[config.mk]
export PLATFORM = sky130hd
export DESIGN_NAME = lmsanc_ctrl
export DESIGN_NICKNAME = d
export VERILOG_FILES = /design/src/rtl/lmsanc_pkg.sv /design/src/rtl/lmsanc_ctrl.sv
export SDC_FILE = /design/constraint.sdc
export NUM_CORES = 1
export LEC_CHECK = 0
export BUFFER_PORTS_ARGS = -buffer_cell sky130_fd_sc_hd__buf_2
export CAP_MARGIN = 20
export CORE_MARGIN = 3
export CORE_UTILIZATION = 50
export CTS_CLUSTER_SIZE = 40
export DETAILED_ROUTE_END_ITERATION = 12
export GPL_TIMING_DRIVEN = 0
export HOLD_SLACK_MARGIN = 0.15
export PLACE_DENSITY = 0.79
export RECOVER_POWER = 50
export SYNTH_ARGS = -nofsm -noshare
export SYNTH_HDL_FRONTEND = slang
export SYNTH_SLANG_ARGS = --single-unit
[constraint.sdc]
create_clock -name clk_i -period 4.6 [get_ports clk_i]
set_clock_uncertainty 0.15 [all_clocks]
set_input_delay 0.23 -clock clk_i [delete_from_list [all_inputs] [get_ports clk_i]]
set_output_delay 0.23 -clock clk_i [all_outputs]
set_load 0.1 [all_outputs]
[src/rtl/lmsanc_pkg.sv]
// Shared types, constants and tables for the LMS adaptive noise canceller.
// No dependencies; the sequencer, datapath and top-level files import this package.
package lmsanc_pkg;

  localparam int ADAPTIVE_TAPS_DEF = 60;
  localparam int PATH_TAPS_DEF     = 30;
  localparam int WEIGHT_WIDTH_DEF  = 24;

  localparam int SAMPLE_W  = 12;
  localparam int DAC_W     = 12;
  localparam int CFG_W     = 16;
  localparam int CFG_IDX_W = 8;
  localparam int PATH_LEN  = 30;

  localparam logic [31:0] LCG_MUL  = 32'd1664525;
  localparam logic [31:0] LCG_ADD  = 32'd1013904223;
  localparam logic [31:0] LCG_SEED = 32'hDEADBEEF;

  localparam logic [CFG_W-1:0] STEP_RESET = 16'd328;
  localparam logic [CFG_W-1:0] AMP_RESET  = 16'd19661;

  typedef enum logic [CFG_IDX_W-1:0] {
    CFG_STEP_SIZE = 8'd0,
    CFG_NOISE_AMP = 8'd1
  } cfg_idx_e;

  typedef enum logic [1:0] {
    OP_PATH,
    OP_FILT,
    OP_UPD
  } tap_op_e;

  typedef enum logic [3:0] {
    ST_IDLE,
    ST_NOISE,
    ST_PUSH,
    ST_PATH,
    ST_PATH_WAIT,
    ST_FILT,
    ST_FILT_WAIT,
    ST_ERR,
    ST_UPD,
    ST_UPD_WAIT,
    ST_OUT
  } state_e;

  typedef struct packed {
    logic    take;
    logic    noise;
    logic    push;
    logic    acc_clr;
    logic    issue;
    tap_op_e op;
    logic    path_done;
    logic    err_done;
    logic    scale;
    logic    upd_done;
    logic    out_load;
  } cmd_t;

  typedef struct packed {
    logic pipe_busy;
    logic out_free;
  } status_t;

  localparam logic signed [15:0] PATH_TABLE [PATH_LEN] = '{
    -16'sd52, -16'sd66, -16'sd39, 16'sd59, 16'sd223, 16'sd331, 16'sd197, -16'sd275,
    -16'sd914, -16'sd1248, -16'sd711, 16'sd999, 16'sd3611, 16'sd6285, 16'sd7982,
    16'sd7982, 16'sd6285, 16'sd3611, 16'sd999, -16'sd711, -16'sd1248, -16'sd914,
    -16'sd275, 16'sd197, 16'sd331, 16'sd223, 16'sd59, -16'sd39, -16'sd66, -16'sd52
  };

  function automatic logic signed [15:0] path_coeff(input int k);
    logic signed [15:0] c;
    c = '0;
    if (k < PATH_LEN) begin
      c = PATH_TABLE[5'(k)];
    end
    return c;
  endfunction

endpackage

[src/rtl/lmsanc_ctrl.sv]
// Sequencer for the noise canceller: steps one item through noise, FIR, LMS and update.
// Depends on lmsanc_pkg for state, command and status types.
module lmsanc_ctrl #(
  parameter int ADAPTIVE_TAPS = lmsanc_pkg::ADAPTIVE_TAPS_DEF,
  parameter int PATH_TAPS     = lmsanc_pkg::PATH_TAPS_DEF,
  parameter int KW            = 6
) (
  input  logic                clk_i,
  input  logic                rst_ni,
  input  logic                in_valid_i,
  output logic                in_ready_o,
  input  lmsanc_pkg::status_t status_i,
  output lmsanc_pkg::cmd_t    cmd_o,
  output logic [KW-1:0]       k_o
);
  import lmsanc_pkg::*;

  state_e        state_q, state_d;
  logic [KW-1:0] k_q, k_d;
  logic          path_last, adapt_last;

  assign path_last  = (k_q == KW'(PATH_TAPS - 1));
  assign adapt_last = (k_q == KW'(ADAPTIVE_TAPS - 1));
  assign in_ready_o = (state_q == ST_IDLE);
  assign k_o        = k_q;

  always_comb begin
    state_d = state_q;
    unique case (state_q)
      ST_IDLE:      if (in_valid_i) state_d = ST_NOISE;
      ST_NOISE:     state_d = ST_PUSH;
      ST_PUSH:      state_d = ST_PATH;
      ST_PATH:      if (path_last) state_d = ST_PATH_WAIT;
      ST_PATH_WAIT: if (!status_i.pipe_busy) state_d = ST_FILT;
      ST_FILT:      if (adapt_last) state_d = ST_FILT_WAIT;
      ST_FILT_WAIT: if (!status_i.pipe_busy) state_d = ST_ERR;
      ST_ERR:       state_d = ST_UPD;
      ST_UPD:       if (adapt_last) state_d = ST_UPD_WAIT;
      ST_UPD_WAIT:  if (!status_i.pipe_busy) state_d = ST_OUT;
      ST_OUT:       if (status_i.out_free) state_d = ST_IDLE;
      default:      state_d = ST_IDLE;
    endcase
  end

  always_comb begin
    cmd_o = '0;
    cmd_o.op = OP_PATH;
    k_d = k_q;
    unique case (state_q)
      ST_IDLE:  cmd_o.take = in_valid_i;
      ST_NOISE: cmd_o.noise = 1'b1;
      ST_PUSH: begin
        cmd_o.push    = 1'b1;
        cmd_o.acc_clr = 1'b1;
        k_d           = '0;
      end
      ST_PATH: begin
        cmd_o.issue = 1'b1;
        cmd_o.op    = OP_PATH;
        k_d         = path_last ? '0 : k_q + 1'b1;
      end
      ST_PATH_WAIT: begin
        cmd_o.path_done = !status_i.pipe_busy;
        cmd_o.acc_clr   = !status_i.pipe_busy;
      end
      ST_FILT: begin
        cmd_o.issue = 1'b1;
        cmd_o.op    = OP_FILT;
        k_d         = adapt_last ? '0 : k_q + 1'b1;
      end
      ST_FILT_WAIT: cmd_o.err_done = !status_i.pipe_busy;
      ST_ERR:       cmd_o.scale = 1'b1;
      ST_UPD: begin
        cmd_o.issue = 1'b1;
        cmd_o.op    = OP_UPD;
        k_d         = adapt_last ? '0 : k_q + 1'b1;
      end
      ST_UPD_WAIT: cmd_o.upd_done = !status_i.pipe_busy;
      ST_OUT:      cmd_o.out_load = status_i.out_free;
      default:     cmd_o = '0;
    endcase
  end

  always_ff @(posedge clk_i or negedge rst_ni) begin
    if (!rst_ni) begin
      state_q <= ST_IDLE;
      k_q     <= '0;
    end else begin
      state_q <= state_d;
      k_q     <= k_d;
    end
  end

endmodule

==> metrics.csv <==
metric;value;unit
status;finished, final reports clean;
clock root cell;clkbuf_4;
CTS buffer count;3;
cell depth of the worst flop-to-flop path;5;
clk slew on worst S/H paths;0.06;ns
Synth Instances;90;
reg-to-reg endpoint;k_o[1]$_DFFE_PN0P_;
Worst Path Required;4.22;ns
DRT iter0 DRCs;15;
synth unique cells;37;
Finish-stage setup viols;0;
Syn Area/Cell;8.29;µm²
final worst slack;2.22;ns
Fmax;421;MHz
sequential area share after synthesis;0.336;
synthesis-to-finish area growth;22.7;%
Cell Area, Synth;746;µm²
Final #Nets;126;
biggest area consumer among synthesized cells;dfrtp_1;
max cap viols;0;
unrepaired setup endpoints after global routing;no;
Slew headroom;0.227;
Initial Util;0.552;
Die W;44.6;µm
Post-DP HPWL;1390;µm
critical path startpoint category;flip-flop;
PortBufs;23;
Residual DRC;0;
Worst Path Arrival;2.00;ns
Post-Route Utilization;0.677;
First-pass DRT Iterations;4;
largest cells by area after synthesis;dfrtp_1 34%, o21ai_0 4.0%, nor2_1 4.0%;
DP Worst Slack;2.56;ns
yosys warns;0;
I/O pins;24;
final instance area;915;µm²
Slew @ Worst Pin;1.16;ns
hold path start;status_i[1];
Final Max Slew Viols;0;
layout cells sized above 1;0.212;
Wirelength per Cell;13.7;µm
CTS tree;yes;
GP Congestion;0.842;
Tmin final;2.38;ns
via/cell ratio;5.59;
clk buf depth;2;
GRT Resource Usage Total;0.201;
fin crit share;0.517;
Clock Sink Count;10;
Worst R2R Setup Slack;2.56;ns
remaining antenna violation count;0;
EDFF count, synth;0;
Critical Path Sink;cmd_o[8];
final hold violations;0;
Post-CTS Setup Repair Bufs;0;
CP Capture Type;primary output;
Fin Setup TNS;0;ns
share of the synthesized area in the top cell type;0.336;
Die Y;44.6;µm
Critical R2R Launch;state_q[0]$_DFFE_PN0P_;
die footprint;1990;µm²
register bit total from synthesis;10;
FFs w/ async S/R, synth;1.00;
vias in the first global route;680;
diodes inserted;0;
largest net degree at the start of global routing;11;
initial antenna violation count;0;
clock latency on the worst-skew pair;0.28;ns
core area;1350;µm²
# rows;13;
H-tree depth;1;
CP Max Fanout;10;
post-place instance area;880;µm²
Hold/Removal Path Class;primary input to flip-flop;
critical path startpoint;state_q[1]$_DFFE_PN0P_;
Post-Syn Nets;97;
kind of critical path;flip-flop to primary output;
total wire length;1820;µm
total number of vias;744;
top_reg_cell synth;dfrtp_1;
first-pass GRT wire length;2930;µm
grt total ovfl;0;
## layout make-up
cell class | count | area [µm²]
multi-input combinational | 68 | 448
fill | 125 | 435
sequential | 10 | 250
timing repair buffer | 24 | 116
clock buffer | 4 | 36.3
inverter | 8 | 30.0
tap | 15 | 18.8
buffer | 4 | 15.0
## routing by layer
layer	GRT usage	wire length, µm	vias up
li1	-	-	384
met1	0.258	851	331
met2	0.324	830	26
met3	0.0244	117	3
met4	0.108	21	0
met5	0	0	-
## stage by stage
stage	std cells	hold WS [ns]
floorplan	90	-0.216
finish	133	0.262
global route	133	0.291
global placement	128	-0.0508
detailed placement	128	-0.0455
CTS	133	0.192
## logic make-up after synthesis
group	after synthesis	share of synthesized area
compound gates	23	0.203
xor+xnor	2	0.0235
fa+ha+maj	2	0.0336
buf+inv	12	0.0621
flops	10	0.336
mux	1	0.0134
simple gates	40	0.329
## synth_stat cells, types with 2 or more instances
cell,count
nand3_1,2
clkbuf_1,3
nor3b_1,2
nand2_1,3
nand3b_1,2
ha_1,2
o2bb2ai_1,2
a21oi_1,5
o21ai_0,6
and2_1,3
nor4_1,4
o22ai_1,3
dfrtp_1,10
or2_2,2
nor3_1,5
nor2b_1,2
inv_1,7
nor2_1,8
## registers in the layout, indices dropped and copies added, names as in the netlist
| signal | cells |
|---|---|
| k_o | 6 |
| state_q | 4 |
## worst max-delay path, stage by stage, from the launching register on
cell and delay [ns]:
dfrtp_1 0.40, clkbuf_1 0.36, nand2_1 0.21, nor3_1 0.21, or2_2 0.14, buf_2 0.41
## worst min path at each step
stage,endpoint,slack [ns],cells after the start
after floorplan,k_o[0]$_DFFE_PN0P_,-0.22,0
after global placement,state_q[2]$_DFFE_PN0P_,-0.05,1
after detailed placement,state_q[2]$_DFFE_PN0P_,-0.05,1
after CTS,state_q[2]$_DFFE_PN0P_,0.19,2
after global routing,state_q[1]$_DFFE_PN0P_,0.29,4
final,state_q[1]$_DFFE_PN0P_,0.26,4
## repair_timing
action,CTS,global route
gates resized for setup,0,0
hold endpoints to repair,10,0
hold buffers,1,0
## placed cells by master, fill, tap and decap left out, drive strengths merged, types with 2 or more instances in the layout
master	instances
nand2	3
nor2b	2
nand3b	2
o21ai	6
nor4b	2
buf	16
o2bb2ai	2
nor3	5
a21oi	5
nand3	2
nand2b	2
ha	2
nor2	8
or2	2
inv	8
dfrtp	10
nor3b	2
o22ai	3
and2	3
clkbuf	15
nor4	4
Power is left out: the tool's default activity adds up to more than one toggle a clock period on the data nets, which glitch-free logic cannot reach.
